===== config.mk =====
export PLATFORM = sky130hd
export DESIGN_NAME = motor_response_frame_decoder_top
export DESIGN_NICKNAME = d
export VERILOG_FILES = /design/src/rtl/mrfd_pkg.sv /design/src/rtl/mrfd_front.sv /design/src/rtl/mrfd_queue.sv /design/src/rtl/mrfd_back.sv /design/src/rtl/motor_response_frame_decoder_top.sv
export SDC_FILE = /design/constraint.sdc
export NUM_CORES = 1
export LEC_CHECK = 0
export ABC_AREA = 1
export BUFFER_PORTS_ARGS = -buffer_cell sky130_fd_sc_hd__clkbuf_2
export CORE_UTILIZATION = 45
export DETAILED_ROUTE_END_ITERATION = 8
export GPL_TIMING_DRIVEN = 1
export PLACE_DENSITY = 0.66
export SETUP_SLACK_MARGIN = 0.05
export SLEW_MARGIN = 20
export SYNTH_ARGS = -nofsm -noshare
export SYNTH_HDL_FRONTEND = slang
export SYNTH_SLANG_ARGS = --single-unit

===== constraint.sdc =====
create_clock -name clk -period 4.6 [get_ports clk]
set_input_delay 0.92 -clock clk [delete_from_list [all_inputs] [get_ports clk]]
set_output_delay 0.92 -clock clk [all_outputs]
set_load 0.03 [all_outputs]

===== src/rtl/mrfd_pkg.sv =====
// shared types and constants for the motor response frame decoder
`default_nettype none

package mrfd_pkg;

    localparam int HEAD_BYTES  = 6;
    localparam int COUNT_W     = 8;
    localparam int QUEUE_DEPTH = 2;
    localparam int QUEUE_PTR_W = 1;
    localparam int QUEUE_CNT_W = 2;

    // reply command codes
    localparam logic [7:0] CMD_ENCODER = 8'h31;
    localparam logic [7:0] CMD_TARGET_A = 8'h33;
    localparam logic [7:0] CMD_TARGET_B = 8'h34;
    localparam logic [7:0] CMD_SPEED   = 8'h35;
    localparam logic [7:0] CMD_ANGLE   = 8'h36;
    localparam logic [7:0] CMD_POS_ERR = 8'h37;
    localparam logic [7:0] CMD_STATUS  = 8'h3A;
    localparam logic [7:0] CMD_VOLTAGE = 8'h24;

    // exact reply lengths
    localparam logic [7:0] LEN_ENCODER = 8'd6;
    localparam logic [7:0] LEN_TARGET  = 8'd7;
    localparam logic [7:0] LEN_SPEED   = 8'd6;
    localparam logic [7:0] LEN_ANGLE   = 8'd8;
    localparam logic [7:0] LEN_POS_ERR = 8'd8;
    localparam logic [7:0] LEN_STATUS  = 8'd4;
    localparam logic [7:0] LEN_VOLTAGE = 8'd5;

    // acknowledge codes carried in byte 2
    localparam logic [7:0] ACK_BYTE_OK      = 8'h02;
    localparam logic [7:0] ACK_BYTE_COND    = 8'hE2;
    localparam logic [7:0] ACK_BYTE_FORMAT  = 8'hEE;

    localparam logic [9:0] ANGLE_SCALE = 10'd360;

    localparam logic [2:0] KIND_NONE    = 3'd0;
    localparam logic [2:0] KIND_SPEED   = 3'd1;
    localparam logic [2:0] KIND_ANGLE   = 3'd2;
    localparam logic [2:0] KIND_POS_ERR = 3'd3;
    localparam logic [2:0] KIND_TARGET  = 3'd4;
    localparam logic [2:0] KIND_STATUS  = 3'd5;
    localparam logic [2:0] KIND_ENCODER = 3'd6;
    localparam logic [2:0] KIND_VOLTAGE = 3'd7;

    localparam logic [1:0] ACK_OK       = 2'd0;
    localparam logic [1:0] ACK_COND     = 2'd1;
    localparam logic [1:0] ACK_FORMAT   = 2'd2;
    localparam logic [1:0] ACK_NONE     = 2'd3;

    localparam logic [0:0] REG_DEVICE_ADDRESS   = 1'b0;
    localparam logic [0:0] REG_EXPECTED_ACK_CMD = 1'b1;

    typedef struct packed {
        logic [HEAD_BYTES-1:0][7:0] head;
        logic [COUNT_W-1:0]         len;
    } frame_t;

endpackage

`default_nettype wire


===== src/rtl/mrfd_front.sv =====
// front end: collects received bytes and hands complete frames to the queue
`default_nettype none

module mrfd_front #(
    parameter int RX_BUFFER_BYTES = 32
) (
    input  wire logic              clk,
    input  wire logic              rst_n,
    input  wire logic              accept,
    input  wire logic [7:0]        rx_byte,
    input  wire logic              end_of_frame,
    output mrfd_pkg::frame_t       frame,
    output logic                   frame_valid
);

    localparam logic [mrfd_pkg::COUNT_W-1:0] COUNT_MAX =
        mrfd_pkg::COUNT_W'(RX_BUFFER_BYTES);
    localparam logic [mrfd_pkg::COUNT_W-1:0] HEAD_LIMIT =
        mrfd_pkg::COUNT_W'(mrfd_pkg::HEAD_BYTES);

    logic [mrfd_pkg::HEAD_BYTES-1:0][7:0] head_reg;
    logic [mrfd_pkg::HEAD_BYTES-1:0][7:0] head_next;
    logic [mrfd_pkg::COUNT_W-1:0]         count_reg;
    logic [mrfd_pkg::COUNT_W-1:0]         count_sat;
    logic [mrfd_pkg::COUNT_W-1:0]         count_next;

    always_comb
    begin
        head_next = head_reg;
        if (accept && count_reg < HEAD_LIMIT)
        begin
            head_next[count_reg[2:0]] = rx_byte;
        end
        count_sat = (count_reg < COUNT_MAX) ? count_reg + 1'b1 : count_reg;
        count_next = count_reg;
        if (accept)
        begin
            count_next = end_of_frame ? '0 : count_sat;
        end
    end

    // the frame snapshot already counts the last byte, and holds it when within the head
    assign frame.head  = head_next;
    assign frame.len   = count_sat;
    assign frame_valid = accept && end_of_frame;

    always_ff @(posedge clk)
    begin
        head_reg <= head_next;
    end

    always_ff @(posedge clk or negedge rst_n)
    begin
        if (!rst_n)
        begin
            count_reg <= '0;
        end
        else
        begin
            count_reg <= count_next;
        end
    end

endmodule

`default_nettype wire


===== src/rtl/mrfd_queue.sv =====
// short frame queue between the front and back ends
`default_nettype none

module mrfd_queue (
    input  wire logic              clk,
    input  wire logic              rst_n,
    input  wire logic              wr_en,
    input  wire mrfd_pkg::frame_t  wr_data,
    input  wire logic              rd_en,
    output mrfd_pkg::frame_t       rd_data,
    output logic                   full,
    output logic                   empty
);

    mrfd_pkg::frame_t                   entry_reg [mrfd_pkg::QUEUE_DEPTH];
    logic [mrfd_pkg::QUEUE_PTR_W-1:0]   wr_ptr_reg;
    logic [mrfd_pkg::QUEUE_PTR_W-1:0]   rd_ptr_reg;
    logic [mrfd_pkg::QUEUE_CNT_W-1:0]   count_reg;
    logic [mrfd_pkg::QUEUE_CNT_W-1:0]   count_next;

    assign full    = count_reg == mrfd_pkg::QUEUE_CNT_W'(mrfd_pkg::QUEUE_DEPTH);
    assign empty   = count_reg == '0;
    assign rd_data = entry_reg[rd_ptr_reg];

    always_comb
    begin
        count_next = count_reg;
        if (wr_en && !rd_en)
        begin
            count_next = count_reg + 1'b1;
        end
        else if (!wr_en && rd_en)
        begin
            count_next = count_reg - 1'b1;
        end
    end

    always_ff @(posedge clk)
    begin
        if (wr_en)
        begin
            entry_reg[wr_ptr_reg] <= wr_data;
        end
    end

    always_ff @(posedge clk or negedge rst_n)
    begin
        if (!rst_n)
        begin
            wr_ptr_reg <= '0;
            rd_ptr_reg <= '0;
            count_reg  <= '0;
        end
        else
        begin
            if (wr_en)
            begin
                wr_ptr_reg <= wr_ptr_reg + 1'b1;
            end
            if (rd_en)
            begin
                rd_ptr_reg <= rd_ptr_reg + 1'b1;
            end
            count_reg <= count_next;
        end
    end

endmodule

`default_nettype wire


===== src/rtl/mrfd_back.sv =====
// back end: decodes frames, updates held values and presents the result
`default_nettype none

module mrfd_back (
    input  wire logic                clk,
    input  wire logic                rst_n,
    input  wire mrfd_pkg::frame_t    frame,
    input  wire logic                frame_avail,
    output logic                     frame_take,
    input  wire logic                cfg_valid,
    input  wire logic [0:0]          cfg_index,
    input  wire logic [7:0]          cfg_data,
    input  wire logic                pop,
    output logic                     empty,
    output logic [2:0]               update_kind,
    output logic [1:0]               ack_status,
    output logic signed [16:0]       speed,
    output logic signed [40:0]       angle_q16,
    output logic signed [15:0]       position_error,
    output logic signed [31:0]       target_position,
    output logic [7:0]               status_flags,
    output logic [15:0]              encoder_value,
    output logic [15:0]              bus_voltage
);

    logic [7:0]         dev_addr_reg;
    logic [7:0]         ack_cmd_reg;
    logic               out_valid_reg;

    logic [2:0]         kind_reg;
    logic [1:0]         ack_reg;
    logic [16:0]        speed_reg;
    logic [40:0]        angle_reg;
    logic [15:0]        pos_error_reg;
    logic [31:0]        target_reg;
    logic [7:0]         status_reg;
    logic [15:0]        encoder_reg;
    logic [15:0]        voltage_reg;

    logic [2:0]         kind_next;
    logic [1:0]         ack_next;
    logic               addr_match;
    logic [15:0]        word34;
    logic [15:0]        word23;
    logic [31:0]        word2345;
    logic signed [40:0] angle_prod;
    logic [16:0]        speed_mag;

    assign frame_take = frame_avail && (!out_valid_reg || pop);

    assign addr_match = frame.head[0] == dev_addr_reg;
    assign word34     = {frame.head[3], frame.head[4]};
    assign word23     = {frame.head[2], frame.head[3]};
    assign word2345   = {frame.head[2], frame.head[3], frame.head[4], frame.head[5]};
    assign speed_mag  = {1'b0, word34};
    assign angle_prod = 41'($signed(word2345)) * $signed(41'(mrfd_pkg::ANGLE_SCALE));

    always_comb
    begin
        kind_next = mrfd_pkg::KIND_NONE;
        if (addr_match)
        begin
            unique case (frame.head[1])
                mrfd_pkg::CMD_SPEED:
                    if (frame.len == mrfd_pkg::LEN_SPEED) kind_next = mrfd_pkg::KIND_SPEED;
                mrfd_pkg::CMD_ANGLE:
                    if (frame.len == mrfd_pkg::LEN_ANGLE) kind_next = mrfd_pkg::KIND_ANGLE;
                mrfd_pkg::CMD_POS_ERR:
                    if (frame.len == mrfd_pkg::LEN_POS_ERR) kind_next = mrfd_pkg::KIND_POS_ERR;
                mrfd_pkg::CMD_TARGET_A, mrfd_pkg::CMD_TARGET_B:
                    if (frame.len == mrfd_pkg::LEN_TARGET) kind_next = mrfd_pkg::KIND_TARGET;
                mrfd_pkg::CMD_STATUS:
                    if (frame.len == mrfd_pkg::LEN_STATUS) kind_next = mrfd_pkg::KIND_STATUS;
                mrfd_pkg::CMD_ENCODER:
                    if (frame.len == mrfd_pkg::LEN_ENCODER) kind_next = mrfd_pkg::KIND_ENCODER;
                mrfd_pkg::CMD_VOLTAGE:
                    if (frame.len == mrfd_pkg::LEN_VOLTAGE) kind_next = mrfd_pkg::KIND_VOLTAGE;
                default:
                    kind_next = mrfd_pkg::KIND_NONE;
            endcase
        end
    end

    always_comb
    begin
        priority if (!addr_match || frame.head[1] != ack_cmd_reg)
            ack_next = mrfd_pkg::ACK_NONE;
        else if (frame.head[2] == mrfd_pkg::ACK_BYTE_OK)
            ack_next = mrfd_pkg::ACK_OK;
        else if (frame.head[2] == mrfd_pkg::ACK_BYTE_COND)
            ack_next = mrfd_pkg::ACK_COND;
        else if (frame.head[2] == mrfd_pkg::ACK_BYTE_FORMAT)
            ack_next = mrfd_pkg::ACK_FORMAT;
        else
            ack_next = mrfd_pkg::ACK_NONE;
    end

    // held values only move when a result slot is free, so they double as the result
    always_ff @(posedge clk or negedge rst_n)
    begin
        if (!rst_n)
        begin
            dev_addr_reg  <= 8'd1;
            ack_cmd_reg   <= 8'd0;
            out_valid_reg <= 1'b0;
            kind_reg      <= mrfd_pkg::KIND_NONE;
            ack_reg       <= mrfd_pkg::ACK_NONE;
            speed_reg     <= '0;
            angle_reg     <= '0;
            pos_error_reg <= '0;
            target_reg    <= '0;
            status_reg    <= '0;
            encoder_reg   <= '0;
            voltage_reg   <= '0;
        end
        else
        begin
            if (cfg_valid)
            begin
                unique case (cfg_index)
                    mrfd_pkg::REG_DEVICE_ADDRESS:   dev_addr_reg <= cfg_data;
                    mrfd_pkg::REG_EXPECTED_ACK_CMD: ack_cmd_reg  <= cfg_data;
                    default:                        dev_addr_reg <= dev_addr_reg;
                endcase
            end
            if (frame_take)
            begin
                out_valid_reg <= 1'b1;
                kind_reg      <= kind_next;
                ack_reg       <= ack_next;
                unique case (kind_next)
                    mrfd_pkg::KIND_SPEED:
                        speed_reg <= (frame.head[2] != 8'd0) ? 17'd0 - speed_mag : speed_mag;
                    mrfd_pkg::KIND_ANGLE:   angle_reg     <= angle_prod;
                    mrfd_pkg::KIND_POS_ERR: pos_error_reg <= word34;
                    mrfd_pkg::KIND_TARGET:  target_reg    <= word2345;
                    mrfd_pkg::KIND_STATUS:  status_reg    <= frame.head[2];
                    mrfd_pkg::KIND_ENCODER: encoder_reg   <= word34;
                    mrfd_pkg::KIND_VOLTAGE: voltage_reg   <= word23;
                    default:                speed_reg     <= speed_reg;
                endcase
            end
            else if (pop)
            begin
                out_valid_reg <= 1'b0;
            end
        end
    end

    assign empty           = !out_valid_reg;
    assign update_kind     = kind_reg;
    assign ack_status      = ack_reg;
    assign speed           = $signed(speed_reg);
    assign angle_q16       = $signed(angle_reg);
    assign position_error  = $signed(pos_error_reg);
    assign target_position = $signed(target_reg);
    assign status_flags    = status_reg;
    assign encoder_value   = encoder_reg;
    assign bus_voltage     = voltage_reg;

endmodule

`default_nettype wire


===== src/rtl/motor_response_frame_decoder_top.sv =====
// top level of the motor response frame decoder
//
// input side is a queue: drive rx_byte and end_of_frame with push while full
// is low; end_of_frame marks the last byte of a reply frame (line idle).
// every frame end gives one result; other bytes give none.
// result side is a queue: while empty is low the result ports hold the oldest
// result, and pop takes it. results are update_kind, ack_status and the held
// values, which keep their last decoded contents between frames.
// configuration: cfg_valid/cfg_ready write cfg_data to register cfg_index
// (0 device address, 1 expected ack command); write only while idle.
// a frame-end byte goes into the frame queue; the back end registers its result
// from there. throughput: one byte per cycle while full is low; the front
// collects bytes, a two-entry frame queue feeds the back end, which decodes
// one frame per cycle when its result register is free or is being popped.
// when pop is held low the back end stops, the frame queue fills and full
// rises; bytes without the end mark are still never lost.
// reset clears the byte count, the queue, the result and all held values;
// the device address returns to 1 and the expected ack command to 0.
`default_nettype none

module motor_response_frame_decoder_top #(
    parameter int RX_BUFFER_BYTES = 32
) (
    input  wire logic               clk,
    input  wire logic               rst_n,
    input  wire logic               push,
    output logic                    full,
    input  wire logic [7:0]         rx_byte,
    input  wire logic               end_of_frame,
    output logic                    empty,
    input  wire logic               pop,
    output logic [2:0]              update_kind,
    output logic [1:0]              ack_status,
    output logic signed [16:0]      speed,
    output logic signed [40:0]      angle_q16,
    output logic signed [15:0]      position_error,
    output logic signed [31:0]      target_position,
    output logic [7:0]              status_flags,
    output logic [15:0]             encoder_value,
    output logic [15:0]             bus_voltage,
    input  wire logic               cfg_valid,
    output logic                    cfg_ready,
    input  wire logic [0:0]         cfg_index,
    input  wire logic [7:0]         cfg_data
);

    logic              accept;
    mrfd_pkg::frame_t  front_frame;
    logic              front_valid;
    mrfd_pkg::frame_t  queue_frame;
    logic              queue_empty;
    logic              queue_full;
    logic              back_take;

    assign accept    = push && !queue_full;
    assign full      = queue_full;
    assign cfg_ready = 1'b1;

    mrfd_front #(
        .RX_BUFFER_BYTES (RX_BUFFER_BYTES)
    ) u_front (
        .clk          (clk),
        .rst_n        (rst_n),
        .accept       (accept),
        .rx_byte      (rx_byte),
        .end_of_frame (end_of_frame),
        .frame        (front_frame),
        .frame_valid  (front_valid)
    );

    mrfd_queue u_queue (
        .clk     (clk),
        .rst_n   (rst_n),
        .wr_en   (front_valid),
        .wr_data (front_frame),
        .rd_en   (back_take),
        .rd_data (queue_frame),
        .full    (queue_full),
        .empty   (queue_empty)
    );

    mrfd_back u_back (
        .clk             (clk),
        .rst_n           (rst_n),
        .frame           (queue_frame),
        .frame_avail     (!queue_empty),
        .frame_take      (back_take),
        .cfg_valid       (cfg_valid),
        .cfg_index       (cfg_index),
        .cfg_data        (cfg_data),
        .pop             (pop),
        .empty           (empty),
        .update_kind     (update_kind),
        .ack_status      (ack_status),
        .speed           (speed),
        .angle_q16       (angle_q16),
        .position_error  (position_error),
        .target_position (target_position),
        .status_flags    (status_flags),
        .encoder_value   (encoder_value),
        .bus_voltage     (bus_voltage)
    );

endmodule

`default_nettype wire

Word level (Yosys, flattened, before mapping)
Memories as Yosys holds them, arrays and structs flattened.
Cells that the tools add are included.
{"block": "word_totals", "reg_bits": 225, "n_memories": 1, "mem_bits_rw": 112, "in_bits": 23, "out_inout_bits": 154}
{"memory": "u_queue.entry_reg", "words": 2, "width": 56, "rd": 1, "rd_ports_with_merged_regs": 0, "write_ports": 1, "line": "mrfd_queue.sv:15", "text": "mrfd_pkg::frame_t entry_reg [mrfd_pkg::QUEUE_DEPTH];"}
{"block": "classes", "eq_ne": 26, "magnitude_cmp": 4, "mux": 26, "addsub": 6, "mul": 1, "reduce_logical": 29, "bitwise_logic": 1}
{"op": "== test 8 x 6 -> 1 bit (second input constant)", "n": 8}
{"op": "bitwise mux 48 bit", "n": 1}
{"op": "2-to-1 mux 48 bit", "n": 1}
{"op": "multiplier 32 x 7 -> 38 bit (second input constant)", "n": 1}
{"op": "== test 8 x 3 -> 1 bit (second input constant)", "n": 4}
{"op": "demux 8 bit (select 3 bit)", "n": 1}
{"op": "2-to-1 mux 8 bit", "n": 3}
{"op": "case mux 3 bit (7 select lines)", "n": 1}
{"op": "AND reduction 2 bit", "n": 9}
{"op": "2-to-1 mux 17 bit", "n": 1}
{"op": "subtractor 1 x 16 -> 17 bit (first input constant)", "n": 1}
{"op": "== test 8 bit (second input constant)", "n": 2}
{"op": "2-to-1 mux 3 bit", "n": 5}
{"op": "2-to-1 mux 2 bit", "n": 7}
{"op": "== test 3 bit (second input constant)", "n": 4}
{"op": "adder 8 x 1 -> 8 bit (second input constant)", "n": 1}
{"op": "== test 8 x 2 -> 1 bit (second input constant)", "n": 1}
{"op": "== test 8 x 4 -> 1 bit (second input constant)", "n": 1}
{"op": "== test 8 bit", "n": 1}
{"op": "< comparator 8 x 3 -> 1 bit (second input constant)", "n": 1}
{"op": "< comparator 8 x 6 -> 1 bit (second input constant)", "n": 1}
{"op": "inequality test 8 bit", "n": 1}
{"op": "nonzero test 8 bit", "n": 1}
{"op": "logical AND 1 bit", "n": 7}
{"op": "other kinds (15)", "n": 29}

Depth between registers and ports, before layout
Gate-level depths: netlist of run 1.
{"block": "depth", "depth_word": 8, "mapped_depth": 29, "ltp_nobuf": 25}

Hierarchy
Synthesis of run 1 repeated with hierarchy kept, for this count alone.
{"block": "unflattened", "hier_cells": 2265, "area_unflattened_um2": 19720.2}
{"module": "mrfd_back", "instances": 1, "area_per_inst_um2": 12630.9, "cells_per_inst": 1665}
{"module": "mrfd_queue", "instances": 1, "area_per_inst_um2": 4367.9, "cells_per_inst": 199}
{"module": "mrfd_front", "instances": 1, "area_per_inst_um2": 2696.3, "cells_per_inst": 396}
{"module": "motor_response_frame_decoder_top", "instances": 1, "area_per_inst_um2": 25.0, "cells_per_inst": 5}

Worst setup path after synthesis of run 1
OpenSTA, ideal clock, no wires.
{"block": "synth_path", "kind": "register to register", "startpoint": "reg u_queue.rd_ptr_reg", "endpoint": "reg u_back.angle_reg[38], in the netlist u_back.angle_q16[38]", "setup_slack_ns": -0.190, "setup_ns": 0.118, "period_less_slack_ns": 4.790, "t_required_ns": 4.482, "arrival_ns": 4.672, "stages_incl_launch_ff": 27, "path_cell_list": "dfrtp_1 buf_6 inv_4 buf_6 buf_2 clkbuf_1 clkbuf_1 or2_2 o21ai_0 inv_1 ha_1 ha_1 fa_1 inv_1 fa_1 inv_1 ha_1 a21oi_1 o21ai_0 a21oi_1 nor2_1 nor2_1 nand2_1 nand2_1 nand2_1 nand3_1 nand2_1"}
{"item": "start: declaration", "line": "mrfd_queue.sv:17", "text": "logic [mrfd_pkg::QUEUE_PTR_W-1:0] rd_ptr_reg;"}
{"item": "start signal: assignment", "line": "mrfd_queue.sv:62", "text": "rd_ptr_reg <= rd_ptr_reg + 1'b1;"}
{"item": "end signal: assignment", "line": "mrfd_back.sv:134", "text": "mrfd_pkg::KIND_ANGLE: angle_reg <= angle_prod;"}
{"item": "end: declaration", "line": "mrfd_back.sv:33", "text": "logic [40:0] angle_reg;"}

Worst setup path in the final report of run 1
{"block": "layout_path", "startpoint": "reg u_queue.rd_ptr_reg", "endpoint": "reg u_back.angle_reg[32], in the netlist u_back.angle_q16[32]"}
{"block": "layout_via", "elab_chain_len": 7, "word_cells_on_any_way": 28, "cone_classes": "1 x mul; 15 x eq/ne; 9 x mux; 2 x reduce/logical; 1 x memory"}
{"item": "memory (2 x 56 bit) (*)"}
{"item": "parallel branches: the longest is 6 deep, another holds multiplier 32 x 7 -> 38 bit"}
Every way passes the cells marked *.
A chain may end at the register's enable or synchronous reset.

==> results.toml, run 1 <==
[outcome]
outcome = "complete, no violations"

[final_layout]
largest_register_ffs = 112
final.fill_count = 3772
n_antenna_cell = 0
multi_input_area_um2 = 9758
drive_above_1_share_pct = 23.29
final_design_area_no_fill_um2 = 23310
final_core_util_pct = 55.46
finalNonFillerCells = 3004
seq_area_um2 = 8758
area_delta_synth_final_pct = 21.52
nets = 2642

[critical_path]
cp_slowest_cell = "fa_1"
end_kind = "flip-flop"
cp_top_family = "adder cells"
worst-path-buf-inv = 4
crit_chain = "buf_4 > clkbuf_16 > o21ai_2 > ha_1 > ha_1 > fa_1 > inv_1 > fa_1 > inv_1 > ha_2 > nand2_1 > nor2_1 > nand2_1 > nor2_1 > nand2_1 > nand3_2 > xor2_1 > nand3_1 > nand2_1"
critical_path_class = "flip-flop to flip-flop"
start_kind = "flip-flop"
worstPathRequired_ns = 5.09
worst-path-max-fanout = 11
cpPeakStageDelay_ns = 0.53
cpMostUsedCell = "nand2_1"
crit_arrival_ns = 4.91

[place]
dp_cells = 2907
dpl.hpwl_um = 36890
place.gp.congestion = 0.8827
placed_cell_area_um2 = 21030
io_buffers = 172

[floorplan]
die_w_um = 208.5
rows = 75
core_um2 = 42040
ioPinCount = 177
initial_core_util_pct = 45.64
die-area_um2 = 43470
die_h_um = 208.5

[job]
max_cap_viol_count = 0

[drt]
drc = 0
wirelength_um = 49930
dr.pass1.iters = 7
viasPerCell = 5.026
drtIter0Drc = 864
wl_per_cell_um = 16.62
antenna_left = 0
num_vias = 15100

[global_route]
grt_pass1_wl_um = 77630
gr-total-overflow = 0
grt.total_usage_pct = 22.62
grt_pass1_vias = 14650
antenna_found_initial = 0
grt_max_degree = 130

[sta]
maxSlewViolCount = 0
post-route-min-period_ns = 4.418
finalClockSkew_ns = 0.02460
finalHoldViolCount = 0
worst_pin_slew_ns = 0.8856
fmax_mhz = 226.4
setup_viol = 0
relSlewSlack_pct = 40.64
fin_crit_sh_pct = 96.04
rsz0062_at_grt = "yes"

[cts]
cts_tree = "built"
cts-root-buf = "clkbuf_16"
cts_buffers = 37
cts_hold_buf = 0
cts_sinks = 337
clock_latency_ns = 0.56
cts_max_level = 2
clkTransAtPathRegs_ns = 0.06
clock_path_buffers = 3

[logic_synthesis]
synth_warnings = 0
yosys.area.top_type = "dfrtp_1"
synth_edf_count = 112
synth.ff_latch_count = 337
syn_area_um2 = 19190
syn_inst = 2180
synth-async-reset-ratio_pct = 52.52
synth_area_leaders = "dfrtp_1 (23%), edfxtp_1 (18%), nand2_1 (13%)"
seq_area_frac_synth_pct = 45.64
avgSynthCellArea_um2 = 8.801
synth_common_cells = "nand2_1 (682), inv_1 (283), nand3_1 (186)"
synth_top_area_share_pct = 22.69
synthDistinctLibCells = 48
ys.flop_type = "dfrtp_1"
yosysMostFrequentCell = "nand2_1"

[worst_hold_path]
hp-class = "input pin to async pin"
==> routing by layer <==
metal	wire [um]	GRT usage [%]
met1	21330	29.09
met2	25040	38.68
met3	1824	2.596
met4	1730	9.451
met5	0	0
==> final cells by class <==
type                    instances  area share [%]
multi-input cells            1493           41.85
clock inverters                16          0.7298
flip-flops and latches        337           37.57
repair buffers                279           7.637
clock buffers                  52           4.610
inverters                     288           4.712
well taps                     539           2.893
==> stage by stage <==
stage	setup WS, ns	TNS [ns]	hold WS (ns)
CTS	0.05793	0	0.3524
global placement	0.09127	0	0.4543
detailed placement	0.04984	0	0.4572
finish	0.1823	0	0.3419
global route	-0.04223	-0.08020	0.3858
floorplan	0.03438	0	0.4556
==> path summary, 6_finish.rpt <==
check | cells past startpoint | end | slack [ns] | from
min in group clk | 2 | u_back.status_flags[5]$_DFFE_PN0P_ | 0.47 | u_back.status_flags[5]$_DFFE_PN0P_
max reg2reg | 19 | u_back.angle_q16[32]$_DFFE_PN0P_ | 0.18 | u_queue.rd_ptr_reg$_DFFE_PN0P_
min reg2reg | 2 | u_back.status_flags[5]$_DFFE_PN0P_ | 0.47 | u_back.status_flags[5]$_DFFE_PN0P_
min | 1 | u_back.angle_q16[13]$_DFFE_PN0P_ | 0.34 | rst_n
max in group asynchronous | 2 | u_back.ack_status[1]$_DFFE_PN1P_ | 3.31 | rst_n
max | 19 | u_back.angle_q16[32]$_DFFE_PN0P_ | 0.18 | u_queue.rd_ptr_reg$_DFFE_PN0P_
==> cells in the final DEF, fill, tap and decap left out, types with 14 or more instances in the layout <==
master	netlist	layout
a21oi_1	44	21
a21oi_2	0	22
buf_4	11	98
clkbuf_16	0	42
clkbuf_2	0	171
dfrtp_1	174	173
dfxtp_1	48	48
edfxtp_1	112	112
fa_1	59	59
ha_1	124	95
ha_4	0	20
inv_1	283	273
mux2_2	32	32
nand2_1	682	661
nand2_2	10	29
nand3_1	186	182
nor2_1	117	95
nor2_2	4	18
nor2_4	6	14
o21ai_0	86	56
o21ai_2	0	15
o21ai_4	1	14
or2_2	18	18
xor2_1	38	37
==> what timing repair did <==
| action | in CTS | in global routing |
|---|---|---|
| pin swaps | 0 | 26 |
| gates resized for setup | 2 | 175 |
| endpoints found under the hold margin | 0 | 0 |
| setup buffers | 0 | 24 |
| endpoints found under the setup margin | 2 | 25 |
| gates cloned | 0 | 5 |
==> cell families (layout without fill, tap and decap cells) <==
family	Yosys count	count (layout)	share of synthesized area, %
and+or+nand+nor	1057	1057	23.39
buffers and inverters	352	635	7.702
DFF	337	337	45.64
adders and majority gates	183	183	14.24
AOI/OAI and AO/OA	164	164	4.611
xor gates and xnor gates	53	53	2.498
muxes	32	32	1.878
other	2	4	0.03914
==> worst reg2reg max path, cell delays in order (launching register included) <==
cell and delay (ns):
dfrtp_2 0.47, buf_4 0.16, clkbuf_16 0.17, o21ai_2 0.31, ha_1 0.32, ha_1 0.30, fa_1 0.53, inv_1 0.06
fa_1 0.50, inv_1 0.05, ha_2 0.41, nand2_1 0.14, nor2_1 0.16, nand2_1 0.09, nor2_1 0.10, nand2_1 0.07
nand3_2 0.10, xor2_1 0.21, nand3_1 0.10, nand2_1 0.10
Power of run 1 is not shown: default switching activity piles up to over one toggle a cycle in this logic, so the estimate is an artifact.
==> inputs of run 2 (changes only) <==
--- a/config.mk
+++ b/config.mk
@@ -11,7 +11,7 @@
 export DETAILED_ROUTE_END_ITERATION = 8
 export GPL_TIMING_DRIVEN = 1
 export PLACE_DENSITY = 0.66
-export SETUP_SLACK_MARGIN = 0.05
+export SETUP_SLACK_MARGIN = 0.3
 export SLEW_MARGIN = 20
 export SYNTH_ARGS = -nofsm -noshare
 export SYNTH_HDL_FRONTEND = slang
==> run 2 against run 1 <==
  * Flip-flop and latch count stayed put
  * Clock skew fell by 0.012 ns
  * Global-route usage is 1.6 points higher
  * Via count grew 1.6%
  * Final area up 2.6%
  * Worst setup slack improved by 0.097 ns
  * Routed wire length rose by 6.7%
==> results.toml, run 2 (synthesis results as in run 1) <==
[drt]
dr.pass1.iters = 5
drtIter0Drc = 1080
wirelength_um = 53260
antenna_left = 0
drc = 0
num_vias = 15340
viasPerCell = 5.125
wl_per_cell_um = 17.80

[critical_path]
worst-path-buf-inv = 4
regToRegSetupSlack_ns = 0.28
r2r-start = "u_queue.rd_ptr_reg$_DFFE_PN0P_"
rr_worst_depth = 21
cp_top_family = "adder cells"
cpPeakStageDelay_ns = 0.53
start_kind = "flip-flop"
cp_slowest_cell = "fa_1"
reg2reg_to = "u_back.angle_q16[34]$_DFFE_PN0P_"
crit_arrival_ns = 4.81
worst-path-max-fanout = 21
worstPathRequired_ns = 5.09
crit_chain = "inv_8 > buf_6 > or2_2 > o21ai_4 > ha_1 > ha_1 > fa_1 > inv_1 > fa_1 > inv_1 > ha_4 > nand2_2 > nor2_4 > nand2_2 > nor4_2 > nand2_2 > nand2_1 > nand2_1 > nand2_1 > nand3_1 > nand2_1"
critical_path_class = "flip-flop to flip-flop"
cpMostUsedCell = "nand2_1"
end_kind = "flip-flop"

[floorplan]
die_w_um = 208.5
ioPinCount = 177
core_um2 = 42040
die_h_um = 208.5
rows = 75
initial_core_util_pct = 45.64
die-area_um2 = 43470

[sta]
maxSlewViolCount = 0
rsz0062_at_grt = "yes"
finalHoldViolCount = 0
fin_crit_sh_pct = 93.93
post-route-min-period_ns = 4.321
relSlewSlack_pct = 38.80
fin_setup_tns_ns = 0
setup_ws_ns = 0.2791
worst_pin_slew_ns = 0.9180
setup_viol = 0
fmax_mhz = 231.4
finalClockSkew_ns = 0.01266

[final_layout]
largest_register_ffs = 112
final_design_area_no_fill_um2 = 23930
n_antenna_cell = 0
final_common_cell = "nand2_1"
layout_common_cells = "nand2_1 (639), inv_1 (262), nand3_1 (181)"
drive_above_1_share_pct = 26.01
final_core_util_pct = 56.91
final.fill_count = 3673
area_delta_synth_final_pct = 24.70
seq_area_um2 = 8761
multi_input_area_um2 = 10510
nets = 2630

[cts]
cts_buffers = 37
clock_path_buffers = 3
cts_sinks = 337
cts_tree = "built"
cts-root-buf = "clkbuf_16"
clock_latency_ns = 0.56
cts_hold_buf = 0
clkTransAtPathRegs_ns = 0.06
cts_max_level = 2

[place]
placed_cell_area_um2 = 21360
dpl.hpwl_um = 38960
io_buffers = 172
pre_cts_slack_ns = -0.02131
place.gp.congestion = 0.9323

[global_route]
gr-total-overflow = 0
met3_usage_pct = 2.928
grt.total_usage_pct = 24.27
grt-busiest-layer = "met2"
grt_max_degree = 85
use_met1_pct = 32.84
use_met2_pct = 40.88
antenna_found_initial = 0
grt_pass1_vias = 15090
grt_pass1_wl_um = 82970

[worst_hold_path]
hp-class = "flip-flop to flip-flop"
hp-start = "u_back.angle_q16[11]$_DFFE_PN0P_"
worstHoldEndpoint = "u_back.angle_q16[11]$_DFFE_PN0P_"
hold_path_depth = 2

[outcome]
outcome = "complete, no violations"

[job]
max_cap_viol_count = 0
==> run 2: worst min-delay path: cells and delay by family, from the launching register on <==
kind	cells	cell delay (ns)
flip-flops	1	0.34
AND/OR/NAND/NOR	2	0.09
==> run 2: how the worst max path moves through the flow <==
stage | end | slack [ns] | cells past startpoint | start
finish | u_back.angle_q16[34]$_DFFE_PN0P_ | 0.28 | 21 | u_queue.rd_ptr_reg$_DFFE_PN0P_
global route | u_back.angle_q16[38]$_DFFE_PN0P_ | 0.06 | 22 | u_queue.rd_ptr_reg$_DFFE_PN0P_
CTS | u_back.angle_q16[40]$_DFFE_PN0P_ | 0.25 | 21 | u_queue.rd_ptr_reg$_DFFE_PN0P_
detailed placement | u_back.angle_q16[25]$_DFFE_PN0P_ | -0.02 | 18 | u_queue.rd_ptr_reg$_DFFE_PN0P_
global placement | u_back.angle_q16[25]$_DFFE_PN0P_ | -0.04 | 18 | u_queue.rd_ptr_reg$_DFFE_PN0P_
floorplan | u_back.angle_q16[25]$_DFFE_PN0P_ | 0.30 | 22 | u_queue.rd_ptr_reg$_DFFE_PN0P_
==> run 2: cell type report <==
cell class / instances / area share [%]
multi-input cells: 1493 / 43.92
clock inverters: 19 / 0.6223
repair buffers: 267 / 7.123
inverters: 288 / 4.628
flip-flops and latches: 337 / 36.62
clock buffers: 49 / 4.273
well taps: 539 / 2.819
==> run 2: routing by layer <==
layer | wire, um | part of all wire (%) | vias up
met5 | 0 | 0 | -
met4 | 1264 | 2.4 | 0
met3 | 2280 | 4.3 | 74
met2 | 25990 | 49 | 375
met1 | 23720 | 45 | 7450
li1 | - | - | 7436
==> run 2: through the flow <==
stage / hold slack, ns / instances
after detailed placement: 0.4589 / 2884
after CTS: 0.4730 / 2960
final: 0.4675 / 2992
after global placement: 0.4538 / 2884
after floorplan: 0.4556 / 2182
after global routing: 0.4853 / 2992
==> run 2: what timing repair did <==
| item | CTS | global route |
|---|---|---|
| pin swaps | 16 | 39 |
| endpoints found under the setup margin | 21 | 25 |
| resized for setup | 63 | 152 |
| gates cloned | 1 | 1 |
| buffers inserted | 7 | 31 |
Power of run 2 is left out for the same reason.
==> inputs of run 3 (changes only) <==
--- a/config.mk
+++ b/config.mk
@@ -7,10 +7,9 @@
 export LEC_CHECK = 0
 export ABC_AREA = 1
 export BUFFER_PORTS_ARGS = -buffer_cell sky130_fd_sc_hd__clkbuf_2
-export CORE_UTILIZATION = 45
+export CORE_UTILIZATION = 40
 export DETAILED_ROUTE_END_ITERATION = 8
 export GPL_TIMING_DRIVEN = 1
-export PLACE_DENSITY = 0.66
 export SETUP_SLACK_MARGIN = 0.3
 export SLEW_MARGIN = 20
 export SYNTH_ARGS = -nofsm -noshare
==> run 3 against run 2 <==
  * Clock skew is 0.026 ns higher
  * Register-to-register slack better by 0.08 ns
  * Non-clock buffer count is 37 higher
  * Cell count is 3.6% higher
  * Worst setup slack better by 0.080 ns
  * Utilization is 3.3 points lower
  * Via count is 0.57% higher
  * Flip-flop and latch count stayed put
==> results.toml, run 3 (synthesis results as in run 1) <==
[critical_path]
critical_path_class = "flip-flop to flip-flop"
cp.depth = 19
crit_arrival_ns = 4.72
worst-path-max-fanout = 13
cpPeakStageDelay_ns = 0.56
crit_chain = "buf_4 > buf_12 > o21ai_4 > clkinvlp_4 > ha_4 > fa_1 > inv_1 > fa_1 > inv_1 > ha_4 > nand2_4 > nor2_4 > inv_2 > nor3_4 > nand4_1 > nand3_2 > xor2_2 > nand3_1 > nand2_1"
cp_top_family = "adder cells"
worstPathRequired_ns = 5.08
start_kind = "flip-flop"
reg2reg_to = "u_back.angle_q16[25]$_DFFE_PN0P_"
rr_worst_depth = 19
regToRegSetupSlack_ns = 0.36
endpoint = "u_back.angle_q16[25]$_DFFE_PN0P_"
end_kind = "flip-flop"
r2r-start = "u_queue.rd_ptr_reg$_DFFE_PN0P_"
cp-startpoint = "u_queue.rd_ptr_reg$_DFFE_PN0P_"
cp_slowest_cell = "fa_1"
worst-path-buf-inv = 6

[final_layout]
final_design_area_no_fill_um2 = 25150
final.fill_count = 4145
final_common_cell = "nand2_1"
drive_above_1_share_pct = 30.41
largest_register_ffs = 112
n_antenna_cell = 0
nets = 2670
layout_common_cells = "nand2_1 (616), inv_1 (246), nand3_1 (180)"
area_delta_synth_final_pct = 31.07

[sta]
fin_crit_sh_pct = 92.19
rsz0062_at_grt = "yes"
worst_pin_slew_ns = 0.9636
post-route-min-period_ns = 4.241
finalHoldViolCount = 0
relSlewSlack_pct = 35.69
fmax_mhz = 235.8
setup_viol = 0
maxSlewViolCount = 0
finalClockSkew_ns = 0.03865

[drt]
wirelength_um = 54650
drc = 0
drtIter0Drc = 952
antenna_left = 0
viasPerCell = 4.975
wl_per_cell_um = 17.63
num_vias = 15420
dr.pass1.iters = 7

[global_route]
grt_pass1_wl_um = 84050
grt.total_usage_pct = 21.78
grt_max_degree = 156
gr-total-overflow = 0
grt_pass1_vias = 15360
antenna_found_initial = 0

[floorplan]
rows = 79
die-area_um2 = 48850
ioPinCount = 177
die_h_um = 221.0
core_um2 = 46950
initial_core_util_pct = 40.86
die_w_um = 221.0

[outcome]
outcome = "complete, no violations"

[place]
dpl.hpwl_um = 38790
place.gp.congestion = 0.8899
placed_cell_area_um2 = 21400
io_buffers = 172

[job]
max_cap_viol_count = 0

[cts]
clock_path_buffers = 3
cts_tree = "built"
cts-root-buf = "clkbuf_16"
clock_latency_ns = 0.58
cts_hold_buf = 0
cts_sinks = 337
clkTransAtPathRegs_ns = 0.06
cts_buffers = 38
cts_max_level = 2

[worst_hold_path]
hp-class = "input pin to async pin"
-- run 3: cell count changes in the layout (fill, tap and decap cells not counted), moves of 6 or more --
cell	delta
a21oi_4	+6
buf_4	+23
buf_6	+9
ha_1	-24
ha_4	+21
inv_1	-16
inv_2	+13
nand2_1	-23
nand2_2	+11
nand2_4	+10
nor2_1	-6
-- run 3: layer usage --
metal / global-route usage (%) / part of all wire (%) / vias up
li1: - / - / 7517
met1: 27.90 / 43 / 7455
met2: 37.48 / 49 / 346
met3: 2.842 / 3.8 / 105
met4: 8.301 / 3.4 / 0
met5: 0 / 0 / -
-- run 3: how the worst min path moves through the flow --
stage | depth (start not counted) | slack, ns | end | startpoint
after floorplan | 2 | 0.46 | u_front.head_reg[0]$_DFF_P_ | u_front.head_reg[0]$_DFF_P_
after global placement | 2 | 0.46 | u_back.speed[12]$_DFFE_PN0P_ | u_back.speed[12]$_DFFE_PN0P_
after detailed placement | 2 | 0.46 | u_back.encoder_value[3]$_DFFE_PN0P_ | u_back.encoder_value[3]$_DFFE_PN0P_
after CTS | 1 | 0.41 | u_back.status_flags[3]$_DFFE_PN0P_ | rst_n
after global routing | 1 | 0.46 | u_back.status_flags[3]$_DFFE_PN0P_ | rst_n
final | 1 | 0.38 | u_back.status_flags[3]$_DFFE_PN0P_ | rst_n
-- run 3: stage by stage --
| step | hold WS (ns) | util [%] | TNS (ns) | setup slack (ns) | instances |
|---|---|---|---|---|---|
| after floorplan | 0.4556 | - | 0 | 0.3035 | 2182 |
| after CTS | 0.4107 | 49.96 | 0 | 0.2702 | 3044 |
| after detailed placement | 0.4585 | 45.57 | -0.05894 | -0.03892 | 2945 |
| final | 0.3790 | 53.56 | 0 | 0.3591 | 3100 |
| after global routing | 0.4557 | 53.56 | 0 | 0.2133 | 3100 |
| after global placement | 0.4568 | 45.57 | -0.1140 | -0.1140 | 2945 |
-- run 3: layout make-up --
| class | instances | area, um2 | share of cell area (%) |
|---|---|---|---|
| multi-input combinational | 1493 | 11110 | 44.19 |
| sequential | 337 | 8761 | 34.84 |
| timing repair buffer | 304 | 2098 | 8.344 |
| inverter | 288 | 1125 | 4.473 |
| clock buffer | 48 | 1039 | 4.130 |
| tap | 607 | 759.5 | 3.020 |
| clock inverter | 21 | 229.0 | 0.9105 |
| timing repair inverter | 2 | 25.02 | 0.09951 |
-- run 3: repair_timing --
action | CTS | global route
gates resized for setup | 111 | 245
endpoints found under the hold margin | 0 | 0
setup endpoints to repair | 26 | 28
setup buffers | 27 | 54
pin swaps | 31 | 144
gates cloned | 3 | 2
Power of run 3 is left out for the same reason.
